File: config.mk
export PLATFORM = sky130hd
export DESIGN_NAME = sw_max_cell
export DESIGN_NICKNAME = d
export VERILOG_FILES = /design/src/rtl/sw_max_pkg.sv /design/src/rtl/sw_max_cell.sv
export SDC_FILE = /design/constraint.sdc
export NUM_CORES = 1
export LEC_CHECK = 0
export ABC_AREA = 1
export BUFFER_PORTS_ARGS = -buffer_cell sky130_fd_sc_hd__buf_4
export CORE_UTILIZATION = 25
export DETAILED_ROUTE_END_ITERATION = 8
export PLACE_DENSITY = 0.58
export SLEW_MARGIN = 5
export SYNTH_ARGS = -nofsm -noshare
export SYNTH_HDL_FRONTEND = slang
export SYNTH_SLANG_ARGS = --single-unit
File: constraint.sdc
create_clock -name clk_i -period 2.11 [get_ports clk_i]
set_input_delay 0.211 -clock clk_i [delete_from_list [all_inputs] [get_ports clk_i]]
set_output_delay 0.211 -clock clk_i [all_outputs]
set_load 0.05 [all_outputs]
File: src/rtl/sw_max_pkg.sv
// Shared types and constants of the sliding window maximum block.
`timescale 1ns / 1ps

package sw_max_pkg;

  localparam int unsigned DataW = 32;  // sample and result width
  localparam int unsigned CfgW  = 7;   // window_size register width

  typedef logic signed [DataW-1:0] sample_t;

  // one result transaction
  typedef struct packed {
    sample_t window_max;
    logic    final_window;
  } result_t;

endpackage

File: src/rtl/sw_max_cell.sv
// One cell of the running-maximum chain: holds the max of the last i+1 samples.
`timescale 1ns / 1ps

module sw_max_cell
  import sw_max_pkg::*;
(
  input  logic    clk_i,
  input  logic    en_i,       // sample accepted this cycle
  input  sample_t sample_i,   // incoming sample
  input  sample_t prev_i,     // neighbor's stored max (cell 0 gets the sample)
  output sample_t max_d_o,    // value this cell takes on the next edge
  output sample_t max_q_o     // stored max
);

  sample_t max_q;
  sample_t max_d;

  assign max_d = (prev_i > sample_i) ? prev_i : sample_i;

  // payload only, no reset
  always_ff @(posedge clk_i) begin
    if (en_i) begin
      max_q <= max_d;
    end
  end

  assign max_d_o = max_d;
  assign max_q_o = max_q;

endmodule

==> flow_results.org <==
** Worst hold path
- Destination of the worst hold path :: max_q_o[16]
- Hold wc startpoint :: sample_i[16]
- Hold-critical path depth :: 3
- HP Class :: input pin to flip-flop

** Final layout
- The number of antenna diodes in the final layout is 0.
- Final cell utilization of the core :: between 50 and 60%
- The register with the most flip-flops in the layout has 32 of them.
- Filler cell count :: 856
- The multi-input combinational cells in the finished layout cover a total of about 0.0018 mm2.
- The finished layout holds just under 600 standard cells, fillers aside.
- The area growth from synthesis to layout is 99.4%.
- Summing all flip-flop and latch instances after layout gives 961 um2.
- In the final layout, the share of cells above drive strength 1 is 67.5%.
- Number of nets at the end of the flow :: 550

** Timing
- Time the final worst path needs with I/O delays and setup :: ~2.2 ns
- Of the available clock period, the critical path in the final layout requires 106%.
- Final Hold Viols :: 0
- Count of endpoints failing setup in the final report :: 32
- Hold_ws :: 0.243 ns
- Static timing analysis puts the maximum clock frequency at 449 MHz.
- Headroom to the max-slew limit came out at about 70%.
- Worst Max-Slew Pin Slew :: 0.467 ns
- After layout, the worst setup slack is -0.119 ns.
- Setup repair after global routing could not meet its margin everywhere.
- Number of slew-limit violations in the final report :: 0

** Synthesis
- The synthesized netlist devotes 0% of its cell area to XOR and XNOR gates.
- By area, the combinational part of the netlist is dominated by simple AND/OR/NAND/NOR gates.
- Number of enable-type register cells in the synthesized netlist :: 32
- The netlist uses 19 different library cells.
- Top_reg_cell synth :: sky130_fd_sc_hd__edfxtp_1
- The Yosys step of the flow raised 0 warnings.
- Area fraction in compound gates after synthesis :: 4.30%
- The number of nets in the synthesized netlist is 386.
- Simple-Gate Fraction of Synth Area :: 29.0%
- After synthesis the netlist holds a flip-flop and latch count of 32.
- Of the post-synthesis cell area, the part taken by muxes is 0%.
- After Yosys synthesis, full adders, half adders and majority gates account for 16.8% of the synthesized area.
- Post-synthesis async set-or-reset flop share :: 0%
- Synthesis produced a netlist whose cell count is 288.
- Portion of the post-synthesis area used by sequential elements :: around two fifths
- Mapped Avg Cell Area :: 8.28 um2
- Synthesized cell area :: 0.00238 mm2

** Route
- For this run, design rule violations remaining after detail routing come to 0.
- Via total after detailed routing :: roughly 2,700
- The first detailed-routing pass took 4 iterations.
- DR vias/cell :: 4.57
- Remaining number of nets flagged by the antenna check after routing :: 0
- Drt initial violations :: 64
- Wires add up to ~8200 um.
- Routed wirelength normalized by instance count :: 14.0 um

** GRT
- Maximum number of pins on one net before global-route repair :: 33
- GRT Residual Overflow :: 0
- Initial antenna violation count :: 0
- The first global-routing pass estimated 12,000 um of wire.
- The number of global-route vias before repair is around 2,600.
- Total Routing Usage GR :: between 15 and 20%

** Setup path
- Startpoint types :: input pin
- The worst setup path is of the input pin to output pin kind.
- Data required time at the worst endpoint :: 1.90 ns
- Arrival time at the worst endpoint :: approximately 2 ns
- In this run the worst path has a maximum fanout of 6.
- The worst setup path is captured at an output pin.

** Clock tree
- CTS saw 32 sinks.
- Hold-fix buffer count after cts :: 0
- Maximum count of clock buffers along a single path :: 2
- Clock buffer count from CTS :: 5
- The H-tree generated during clock tree synthesis spans 2 levels.
- Root Buffer :: sky130_fd_sc_hd__clkbuf_8
- TritonCTS built the clock tree.
- Clk slew on worst S/H paths :: 0.07 ns

** Power
- Static Leakage :: 2.22 nW
- Across the VDD grid, the largest voltage drop is 0.356 mV.
- For this design the ratio of total power to cell area is between 700 and 800 mW/mm2.

** Run status
- Failing checks :: setup timing
- The run finished, with violations left.

** Floorplan
- Die Wd :: 99.7 um
- Core Region :: 0.00924 mm2
- Total I/O pin count :: 130
- The floorplan has 35 rows.
- Measured along the y axis, the die boundary spans 99.7 um.
- DIE AREA :: 0.00993 mm2
- Initial standard-cell utilization of the core :: 25.8%

** Run
- Maximum Capacitance Violations :: 0

** Placement
- Detailed placement ended at an HPWL of 5460 um.
- Routability-driven placement finished with a final weighted congestion of 0.723.
- The count of buffers added on input and output ports is 129.
- After detailed placement, the design holds a cell count of 558.
[power by group]
part	internal, W	switching [W]	leakage [nW]
logic	0.000827	0.00126	1.87
clock network	0.000224	0.000229	0.0410
registers	0.000816	0.0000208	0.312
[worst max-delay path by stage]
stage | from | to | depth (start not counted)
5_1_grt | sample_i[31] | max_d_o[0] | 14
6_report | sample_i[21] | max_d_o[22] | 14
3_3_place_gp | sample_i[31] | max_d_o[31] | 15
3_5_place_dp | sample_i[31] | max_d_o[31] | 15
4_1_cts | sample_i[6] | max_d_o[0] | 17
2_1_floorplan | sample_i[31] | max_q_o[0] | 12
[kinds of logic (layout without fill, tap and decap cells)]
group                      Yosys count  in the layout
AOI/OAI and AO/OA                   19             19
adders and majority gates           32             32
and+or+nand+nor                    152            152
DFF                                 32             32
buffers and inverters               53            217
[layout by cell type (no fill, tap or decap), drive strengths merged]
cell type | synthesis | routed
a21o | 1 | 1
buf | 9 | 167
inv | 41 | 41
ha | 32 | 32
a21oi | 14 | 14
nand4 | 34 | 34
nor2 | 10 | 10
clkinv | 0 | 1
o21ai | 2 | 2
nor3b | 1 | 1
clkbuf | 3 | 8
edfxtp | 32 | 32
nand2 | 103 | 103
o21a | 2 | 2
nand3 | 4 | 4
[per-stage QoR]
stage	total power (W)	setup slack (ns)	TNS [ns]	instance area [um2]
global placement	0.00246	-0.171	-4.50	3730
global route	0.00354	-0.216	-6.29	4750
floorplan	0.00192	0.0310	0	2460
CTS	0.00317	-0.0152	-0.0859	4380
finish	0.00338	-0.119	-3.04	4750
detailed placement	0.00247	-0.151	-4.71	3730
[final cells by class]
class	count	area share (%)
Multi-Input combinational cell	203	37.2
Timing Repair Buffer	169	33.9
Sequential cell	32	20.2
Inverter	41	3.61
Tap cell	129	3.39
Clock buffer	6	1.53
Clock inverter	1	0.105
[synth_stat cells, types with 2 or more instances]
cell	instances	area, um2
sky130_fd_sc_hd__buf_2	6	30.0
sky130_fd_sc_hd__a21oi_1	14	70.1
sky130_fd_sc_hd__ha_1	32	400
sky130_fd_sc_hd__o21a_1	2	15.0
sky130_fd_sc_hd__buf_6	3	33.8
sky130_fd_sc_hd__nand3_1	2	10.0
sky130_fd_sc_hd__clkbuf_1	3	11.3
sky130_fd_sc_hd__nor2_1	9	33.8
sky130_fd_sc_hd__nand4_1	34	213
sky130_fd_sc_hd__inv_1	41	154
sky130_fd_sc_hd__nand2_1	102	383
sky130_fd_sc_hd__edfxtp_1	32	961
sky130_fd_sc_hd__o21ai_0	2	10.0
[routing by layer]
layer  up-vias  GRT usage, %  wire [um]
met4         0          4.07         85
met5         -             0          0
met2        81          29.4       4470
met1      1261          16.7       3220
li1       1302             -          -
met3        10          3.16        377
[critical path: stages]
cell                        delay (ns)
sky130_fd_sc_hd__buf_4            0.12
sky130_fd_sc_hd__inv_2            0.05
sky130_fd_sc_hd__ha_4             0.20
sky130_fd_sc_hd__a21oi_2          0.14
sky130_fd_sc_hd__o21a_1           0.16
sky130_fd_sc_hd__nand2_2          0.07
sky130_fd_sc_hd__a21oi_4          0.20
sky130_fd_sc_hd__nand2_2          0.09
sky130_fd_sc_hd__nand2_4          0.09
sky130_fd_sc_hd__nand3_4          0.17
sky130_fd_sc_hd__clkbuf_16        0.23
sky130_fd_sc_hd__nand2_2          0.06
sky130_fd_sc_hd__nand2_2          0.07
sky130_fd_sc_hd__buf_8            0.15
[timing repair]
item,4_1_cts,5_1_grt
gates resized for setup,123,66
hold endpoints to repair,0,0
pin swaps,13,19
setup endpoints to repair,32,32
setup buffers,2,12
gates cloned,1,2
No activity file was read; power rests on OpenSTA's default activity.
