--- src/rtl/sw_max_pkg.sv ---
// Shared types and constants of the sliding window maximum block.
`timescale 1ns / 1ps

package sw_max_pkg;

  localparam int unsigned DataW = 32;  // sample and result width
  localparam int unsigned CfgW  = 7;   // window_size register width

  typedef logic signed [DataW-1:0] sample_t;

  // one result transaction
  typedef struct packed {
    sample_t window_max;
    logic    final_window;
  } result_t;

endpackage

--- src/rtl/sw_max_skid.sv ---
// Output register with a skid stage for the result stream.
`timescale 1ns / 1ps

module sw_max_skid
  import sw_max_pkg::*;
(
  input  logic    clk_i,
  input  logic    rst_ni,
  input  logic    push_i,     // result pushed (only while ready_o)
  input  result_t push_data_i,
  output logic    ready_o,    // skid stage free
  output logic    out_valid_o,
  input  logic    out_ready_i,
  output result_t out_data_o
);

  logic    out_valid_q, out_valid_d;
  logic    skid_valid_q, skid_valid_d;
  result_t out_data_q, out_data_d;
  result_t skid_data_q, skid_data_d;

  assign ready_o = ~skid_valid_q;

  always_comb begin
    out_valid_d  = out_valid_q;
    skid_valid_d = skid_valid_q;
    out_data_d   = out_data_q;
    skid_data_d  = skid_data_q;
    if (out_valid_q && !out_ready_i) begin
      // output stalled: park a new result in the skid stage
      if (push_i) begin
        skid_valid_d = 1'b1;
        skid_data_d  = push_data_i;
      end
    end else if (skid_valid_q) begin
      out_valid_d  = 1'b1;
      out_data_d   = skid_data_q;
      skid_valid_d = 1'b0;
    end else begin
      out_valid_d = push_i;
      out_data_d  = push_data_i;
    end
  end

  always_ff @(posedge clk_i or negedge rst_ni) begin
    if (!rst_ni) begin
      out_valid_q  <= 1'b0;
      skid_valid_q <= 1'b0;
    end else begin
      out_valid_q  <= out_valid_d;
      skid_valid_q <= skid_valid_d;
    end
  end

  always_ff @(posedge clk_i) begin
    out_data_q  <= out_data_d;
    skid_data_q <= skid_data_d;
  end

  assign out_valid_o = out_valid_q;
  assign out_data_o  = out_data_q;

`ifndef ASSERT_OFF
  a_skid_implies_out: assert property (@(posedge clk_i) disable iff (!rst_ni)
    skid_valid_q |-> out_valid_q)
    else $error("skid stage full while output register empty");

  a_skid_drains: assert property (@(posedge clk_i) disable iff (!rst_ni)
    (skid_valid_q && out_ready_i) |=> (out_valid_q && !skid_valid_q))
    else $error("skid stage did not move to output register");

  a_stall_parks: assert property (@(posedge clk_i) disable iff (!rst_ni)
    (out_valid_q && !out_ready_i && push_i) |=> skid_valid_q)
    else $error("result pushed during stall was lost");
`endif

endmodule

--- config.mk ---
export PLATFORM = sky130hd
export DESIGN_NAME = sw_max_skid
export DESIGN_NICKNAME = d
export VERILOG_FILES = /design/src/rtl/sw_max_pkg.sv /design/src/rtl/sw_max_skid.sv
export SDC_FILE = /design/constraint.sdc
export NUM_CORES = 1
export LEC_CHECK = 0
export BUFFER_PORTS_ARGS = -buffer_cell sky130_fd_sc_hd__clkbuf_2
export CORE_MARGIN = 1.5
export CORE_UTILIZATION = 50
export DETAILED_ROUTE_END_ITERATION = 12
export PLACE_DENSITY_LB_ADDON = 0.05
export RECOVER_POWER = 100
export SLEW_MARGIN = 40
export SYNTH_ARGS = -nofsm -noshare
export SYNTH_HDL_FRONTEND = slang
export SYNTH_SLANG_ARGS = --single-unit
--- constraint.sdc ---
create_clock -name clk_i -period 4.27 [get_ports clk_i]
set_input_delay 1.0675 -clock clk_i [delete_from_list [all_inputs] [get_ports clk_i]]
set_output_delay 1.0675 -clock clk_i [all_outputs]
set_load 0.01 [all_outputs]
==> impl_metrics.yaml, run 1 <==
outcome:
  status: "finished with violations"
  violations: "max-capacitance violations, max-slew violations"
timing:
  setup_viol: 0
  fin_setup_tns_ps: 0
  period_needed_ps: 2710
  final_max_slew_viol_count: 87
  period_share: 0.636
  whs_ps: 520
  fin_worst_skew_ps: 7.16
  worstMarginPinSlew_ps: 1940
  rsz0062_at_grt: "no"
  timing.fmax_mhz: 368
  finalHoldViolCount: 0
  relSlewSlack: -0.290
cts:
  post-cts-setup-buffers: 0
  postCtsHoldBufs: 0
  clock-sinks: 68
  h-tree-depth: 3
  numCtsBuffers: 9
  cts_root_buffer: "clkbuf_8"
  path_clk_slew_ps: 60
  clk_latency_ps: 330
  cts_tree: "yes"
  cts_resized: 0
  ctsLongestPathBuffers: 2
grt:
  grt_max_degree: 36
  gr-total-overflow: 0
  grt_pass1_vias: 1268
  grt_first_pass_wirelength_um: 6000
  antenna_found_initial: 0
  grt_usage: 0.153
power:
  vdd_drop_max_mv: 0.206
  leakage_uw: 0.00100
  powerDensity_mw_per_mm2: 447
worst_setup_path:
  critPathRequiredTime_ps: 4180
  path_buf_inv: 2
  cpLargestDelayFamily: "buffers and inverters"
  reg2reg_slack_ps: 1840
  slowest_stage: "clkbuf_1"
  endpoint_kind: "register"
  max_stage_delay_ps: 1370
  cp_cell_sequence: "clkbuf_2, nand2b_2, clkbuf_1"
  worstSetupStartpointType: "input pin"
  worst-setup-path-type: "in2reg"
  worstPathArrival_ps: 2630
  cp_max_fo: 35
worst_hold_path:
  hold_class: "in2async"
floorplan:
  start_util: 0.514
  num_rows: 26
  core_mm2: 0.00507
  ioPinCount: 72
  design.die.area_mm2: 0.00566
  dieHeight_um: 75.2
  die_x_um: 75.2
placed_design:
  place.gp.congestion: 0.678
  dp_hpwl_um: 2640
  portBuffers: 71
  place_inst: 252
logic_synthesis:
  avgSynthCellArea_um2: 23.3
  synth_nets: 149
  ys_seq_area_frac: 0.779
  syn_inst: 112
  synth-seq-cells: 68
  yosysWarningCount: 0
  synth_cell_types: 10
  netlist_area_mm2: 0.00261
cells_and_area:
  fin_util: 0.588
  area_delta_synth_final_pct: 14.3
  post_route_cells_drive_above_1_share: 0.133
  final_cell_count_no_fill: 266
  nNetsFinal: 230
  diodes: 0
detailed_routing:
  dr_total_vias: 1250
  drt_iter0_drc: 92
  vias_per_cell: 4.70
  antenna_left: 0
  wl_per_cell_um: 15.3
  wirelength_um: 4070
  dr.pass1.iters: 4
  drc: 0
flow_run:
  cap_violations: 3
## metal layers
metal,share of wire,track usage,wire length [um]
met5,0,0,0
met4,0.024,0.107,98
met3,0.059,0.0469,239
met2,0.49,0.241,1980
met1,0.43,0.181,1760
## cell usage after synthesis
| master | n | area, um^2 |
|---|---|---|
| nor2_1 | 3 | 11.3 |
| buf_12 | 3 | 60.1 |
| inv_1 | 2 | 7.51 |
| nand2b_1 | 1 | 6.26 |
| mux2_4 | 28 | 420 |
| buf_6 | 1 | 11.3 |
| dfrtp_1 | 2 | 50.1 |
| nand2_1 | 1 | 3.75 |
| mux2_2 | 5 | 56.3 |
| edfxtp_1 | 66 | 1980 |
## cells by family after synthesis
group                  share of synthesized area
DFF                                        0.779
muxes                                      0.183
buffers and inverters                     0.0302
and+or+nand+nor                          0.00815
## stage by stage
step / instance area [um^2] / total power (uW) / setup WS (ps)
floorplan: 2610 / 912 / 397
global placement: 3010 / 963 / 1830
detailed placement: 3030 / 971 / 1940
CTS: 3180 / 1380 / 2290
global route: 2980 / 1390 / 1360
finish: 2980 / 1330 / 1560
## placed cells by master (no fill, tap or decap), drive strengths merged
master,instances
mux2,33
buf,1
dfrtp,2
nor2,3
nand2,1
inv,2
nand2b,1
edfxtp,66
clkinv,4
clkbuf,83
## state kept, by name, indices dropped and copies added, names as in the netlist
name	flops
skid_valid_q	1
skid_data_q	33
out_valid_o	1
out_data_o	33
## path summary, 6_finish.rpt
kind,startpoint,to,depth (start not counted)
worst max-delay path,out_ready_i,out_data_o[11],3
worst min-delay path,rst_ni,skid_valid_q,1
worst max register to register,skid_valid_q,out_data_o[29],2
worst min register to register,skid_data_q[3],out_data_o[3],1
max in group asynchronous,rst_ni,skid_valid_q,1
min in group clk_i,skid_data_q[3],out_data_o[3],1
## layout make-up
class                      instances  area, um^2
inverter                           2        7.51
multi-input combinational         38         399
clock buffer                      10         128
timing repair buffer              74         308
clock inverter                     4        18.8
tap                               70        87.6
sequential                        68        2030
fill                             467        2090
## power breakdown
| group | switching (uW) | leakage (uW) | internal [uW] |
|---|---|---|---|
| combinational | 69.8 | 0.000265 | 46.4 |
| sequential | 11.8 | 0.000658 | 791 |
| clock | 214 | 0.0000792 | 199 |
No activity file was read; power rests on OpenSTA's default activity.
==> inputs of run 2 (changes only) <==
--- a/config.mk
+++ b/config.mk
@@ -7,7 +7,7 @@
 export LEC_CHECK = 0
 export BUFFER_PORTS_ARGS = -buffer_cell sky130_fd_sc_hd__clkbuf_2
 export CORE_MARGIN = 1.5
-export CORE_UTILIZATION = 50
+export CORE_UTILIZATION = 46
 export DETAILED_ROUTE_END_ITERATION = 12
 export PLACE_DENSITY_LB_ADDON = 0.05
 export RECOVER_POWER = 100
==> constraint.sdc (replaced) <==
create_clock -name clk_i -period 2.18 [get_ports clk_i]
set_input_delay 0.545 -clock clk_i [delete_from_list [all_inputs] [get_ports clk_i]]
set_output_delay 0.545 -clock clk_i [all_outputs]
set_load 0.01 [all_outputs]
==> run 2 against run 1 <==
The flow now finishes without violations. Hold slack worse by 120 ps. Power is 100% higher. Register-to-register slack worse by 1400 ps. Sequential power is 97% higher. Setup slack worse by 1200 ps. Count of clock-buffer cells in the layout stayed put. Utilization is 3.6 points lower.
==> impl_metrics.yaml, run 2 (synthesis results as in run 1) <==
timing:
  relSlewSlack: 0.350
  rsz0062_at_grt: "no"
  period_needed_ps: 1790
  timing.fmax_mhz: 559
  worstMarginPinSlew_ps: 972
  setup_viol: 0
  period_share: 0.820
  final_max_slew_viol_count: 0
  fin_setup_tns_ps: 0
  fin_worst_skew_ps: 8.14
  finalHoldViolCount: 0
grt:
  grt_usage: 0.148
  grt_max_degree: 36
  grt_first_pass_wirelength_um: 6350
  grt_pass1_vias: 1298
  antenna_found_initial: 0
  gr-total-overflow: 0
floorplan:
  design.die.area_mm2: 0.00613
  core_mm2: 0.00547
  dieHeight_um: 78.3
  ioPinCount: 72
  die_x_um: 78.3
  num_rows: 27
  start_util: 0.477
cts:
  ctsLongestPathBuffers: 2
  path_clk_slew_ps: 70
  numCtsBuffers: 9
  cts_tree: "yes"
  cts_root_buffer: "clkbuf_8"
  h-tree-depth: 3
  clock-sinks: 68
  clk_latency_ps: 330
placed_design:
  place.gp.congestion: 0.711
  dp_hpwl_um: 2700
  place_inst: 254
  portBuffers: 71
cells_and_area:
  post_route_cells_drive_above_1_share: 0.147
  nNetsFinal: 231
  final_cell_mix: "clkbuf_1, edfxtp_1, mux2_1, clkbuf_8, clkbuf_2"
  filler_cell_count: 507
  multi_input_area_um2: 403
  area_delta_synth_final_pct: 15.7
  final_cell_count_no_fill: 269
  seq_area_mm2: 0.00203
  diodes: 0
flow_run:
  cap_violations: 0
power:
  powerDensity_mw_per_mm2: 901
  leakage_uw: 0.00102
  design_power_total_uw: 2720
  vdd_drop_max_mv: 0.505
detailed_routing:
  drt_iter0_drc: 75
  dr.pass1.iters: 5
  wl_per_cell_um: 15.5
  wirelength_um: 4180
  vias_per_cell: 4.78
  antenna_left: 0
  drc: 0
  dr_total_vias: 1286
worst_setup_path:
  worstSetupStartpointType: "input pin"
  worst-setup-path-type: "in2reg"
  endpoint_kind: "register"
  cp_max_fo: 23
  critPathRequiredTime_ps: 2210
  worstPathArrival_ps: 1820
worst_hold_path:
  hold_class: "in2reg"
outcome:
  status: "complete, no violations"
==> run 2: per-layer routing <==
metal,vias to the layer above,track usage,wire length (um)
met4,0,0.0857,75
li1,599,-,-
met1,634,0.169,1780
met5,-,0,0
met2,46,0.237,2080
met3,7,0.0593,238
==> run 2: repair_timing <==
action / CTS / global route
hold endpoints to repair: 2 / 0
gates resized for setup: 0 / 0
setup buffers: 0 / 0
hold buffers: 1 / 0
==> run 2: layout make-up <==
class	instances	share of cell area
Timing Repair Buffer	75	0.104
Clock inverter	4	0.0141
Tap cell	72	0.0299
Clock buffer	10	0.0423
Multi-Input combinational cell	38	0.133
Inverter	2	0.00249
Sequential cell	68	0.674
==> run 2: power by group <==
group	internal [uW]	total [uW]	leakage, uW	switching, uW
registers	1550	1580	0.000658	30.7
logic	90.3	220	0.000278	130
clock network	506	922	0.0000871	416
total	2140	2720	0.00102	576
==> run 2: worst max-delay path, cell delays in order <==
cell and delay, ps:
clkbuf_2 70, nand2b_2 170, nor2_1 750, buf_12 270
==> run 2: through the flow <==
stage	util	instance area [um^2]	setup slack [ps]	hold slack [ps]
2_1_floorplan	-	2620	76.4	249
3_3_place_gp	0.556	3040	514	339
3_5_place_dp	0.556	3040	491	340
4_1_cts	0.589	3220	415	390
5_1_grt	0.551	3020	289	372
6_report	0.551	3020	391	399
==> run 2: final timing paths <==
check                                start         endpoint  slack, ps  depth (start not counted)
max                            out_ready_i   skid_data_q[5]        390                          4
min                        push_data_i[11]  skid_data_q[11]        400                          1
max reg2reg                    out_valid_o   skid_data_q[5]        400                          3
min reg2reg                 skid_data_q[5]    out_data_o[5]        520                          1
max in group asynchronous           rst_ni     skid_valid_q       1480                          2
min in group asynchronous           rst_ni      out_valid_o        550                          2
==> inputs of run 3 (changes only) <==
--- a/config.mk
+++ b/config.mk
@@ -5,6 +5,7 @@
 export SDC_FILE = /design/constraint.sdc
 export NUM_CORES = 1
 export LEC_CHECK = 0
+export ABC_AREA = 1
 export BUFFER_PORTS_ARGS = -buffer_cell sky130_fd_sc_hd__clkbuf_2
 export CORE_MARGIN = 1.5
 export CORE_UTILIZATION = 46
==> constraint.sdc (replaced) <==
create_clock -name clk_i -period 1.4 [get_ports clk_i]
set_input_delay 0.35 -clock clk_i [delete_from_list [all_inputs] [get_ports clk_i]]
set_output_delay 0.35 -clock clk_i [all_outputs]
set_load 0.01 [all_outputs]
==> run 3 against run 2 <==
Via count increased by 22%. Die area fell by 1.5%. Power up 53%. Setup slack got worse by 310 ps. Count of clock-buffer cells in the layout is 1 higher. Sequential cell count unchanged. Register-to-register slack worse by 280 ps. Sequential power up 56%. Non-clock buffer count increased by 5. Largest cell class unchanged.
==> impl_metrics.yaml, run 3 <==
floorplan:
  dieHeight_um: 77.7
  ioPinCount: 72
  design.die.area_mm2: 0.00604
  core_mm2: 0.00544
  die_x_um: 77.7
  num_rows: 27
  start_util: 0.472
timing:
  whs_ps: 221
  fin_worst_skew_ps: 5.29
  period_share: 0.942
  fin_setup_tns_ps: 0
  setup_viol: 0
  worstMarginPinSlew_ps: 451
  timing.fmax_mhz: 758
  finalHoldViolCount: 0
  final_max_slew_viol_count: 0
  period_needed_ps: 1320
  rsz0062_at_grt: "no"
  relSlewSlack: 0.699
worst_setup_path:
  worst-setup-path-type: "reg2out"
  cp_max_fo: 2
  worstSetupStartpointType: "register"
  worstPathArrival_ps: 970
  critPathRequiredTime_ps: 1050
  endpoint_kind: "output port"
logic_synthesis:
  avgSynthCellArea_um2: 14.1
  synth_edf_count: 66
  yosysWarningCount: 0
  synth.most_common_cell: "nand2_1"
  synth_top_area_cell: "edfxtp_1"
  ys_top_cells_by_area: "edfxtp_1, nand2_1, nand2_2, dfrtp_1, buf_12"
  synth_common_cells: "nand2_1, edfxtp_1, nand2_2"
  ys_seq_area_frac: 0.791
  synthArstFlopShare: 0.0294
  netlist_area_mm2: 0.00257
  synth-seq-cells: 68
  synth_nets: 219
  synth_flop_cell: "edfxtp_1"
  synth_cell_types: 10
  syn_inst: 182
  synth_top_area_frac: 0.772
cells_and_area:
  fin_area_mm2: 0.00309
  area_delta_synth_final_pct: 20.3
  nNetsFinal: 304
  fin_util: 0.568
  layout_commonest_cell: "nand2_1"
  post_route_cells_drive_above_1_share: 0.155
  final_cell_mix: "nand2_1, clkbuf_1, edfxtp_1, nand2_2, clkbuf_8"
  diodes: 0
  filler_cell_count: 512
outcome:
  status: "complete, no violations"
grt:
  antenna_found_initial: 0
  grt_first_pass_wirelength_um: 7170
  gr-total-overflow: 0
  grt_pass1_vias: 1509
  grt_max_degree: 36
  grt_usage: 0.163
power:
  powerDensity_mw_per_mm2: 1350
  design_power_total_uw: 4170
  vdd_drop_max_mv: 0.719
  leakage_uw: 0.00119
cts:
  path_clk_slew_ps: 60
  ctsLongestPathBuffers: 2
  clk_latency_ps: 330
  cts_tree: "yes"
  numCtsBuffers: 9
  clock-sinks: 68
  h-tree-depth: 3
  cts_root_buffer: "clkbuf_8"
detailed_routing:
  vias_per_cell: 4.56
  drc: 0
  wirelength_um: 4430
  dr_total_vias: 1564
  drt_iter0_drc: 71
  dr.pass1.iters: 4
  antenna_left: 0
  wl_per_cell_um: 12.9
flow_run:
  cap_violations: 0
placed_design:
  place.gp.congestion: 0.689
  post_dp_cell_area_mm2: 0.00304
  portBuffers: 71
  dp_hpwl_um: 2770
worst_hold_path:
  hold_class: "in2reg"
[run 3: layout make-up]
| cell class | instances | area, um^2 | share of cell area |
|---|---|---|---|
| clock buffers | 11 | 131 | 0.0425 |
| clock inverters | 4 | 17.5 | 0.00567 |
| inverters | 3 | 22.5 | 0.00729 |
| multi-input cells | 104 | 452 | 0.146 |
| flip-flops and latches | 68 | 2030 | 0.658 |
| well taps | 72 | 90.1 | 0.0292 |
| repair buffers | 80 | 337 | 0.109 |
| repair inverters | 1 | 6.26 | 0.00203 |
[run 3: worst paths after layout]
| kind | start | endpoint | slack, ps | cells past startpoint |
|---|---|---|---|---|
| setup / recovery | skid_valid_q | ready_o | 80 | 2 |
| hold / removal | push_data_i[7] | skid_data_q[7] | 220 | 1 |
| setup reg to reg | out_valid_o | out_data_o[0] | 120 | 2 |
| hold reg to reg | skid_data_q[15] | out_data_o[15] | 510 | 2 |
| max in group asynchronous | rst_ni | skid_valid_q | 940 | 2 |
| min in group asynchronous | rst_ni | out_valid_o | 320 | 2 |
[run 3: repair_timing]
item,4_1_cts,5_1_grt
hold buffers,1,0
resized for setup,1,0
endpoints found under the hold margin,2,0
setup endpoints to repair,1,0
buffers inserted,2,0
[run 3: report_power, final]
group	switching [uW]	internal, uW	total [uW]	leakage [uW]
Combinational	285	138	423	0.000447
Sequential	43.2	2420	2460	0.000662
Clock	665	615	1280	0.0000780
Total	992	3170	4170	0.00119
[run 3: critical path, stage by stage (launching register included)]
cell      delay (ps)
dfrtp_2          440
inv_8             60
clkbuf_1         140
[run 3: logic make-up (layout without fill, tap and decap cells)]
family	Yosys count	count (layout)	share of synthesized area
simple gates	104	104	0.167
flops	68	68	0.791
buf+inv	10	99	0.0419
[run 3: per-stage QoR]
| step | cells | worst slack, ps |
|---|---|---|
| 2_1_floorplan | 182 | -153 |
| 3_3_place_gp | 324 | 132 |
| 3_5_place_dp | 324 | 130 |
| 4_1_cts | 343 | 88.3 |
| 5_1_grt | 343 | 51.7 |
| 6_report | 343 | 81.3 |
[run 3: layer usage]
metal / up-vias / track usage / part of all wire
met5: - / 0 / 0
met4: 0 / 0.0982 / 0.025
met3: 12 / 0.0424 / 0.068
met2: 60 / 0.253 / 0.47
met1: 712 / 0.206 / 0.44
li1: 780 / - / -
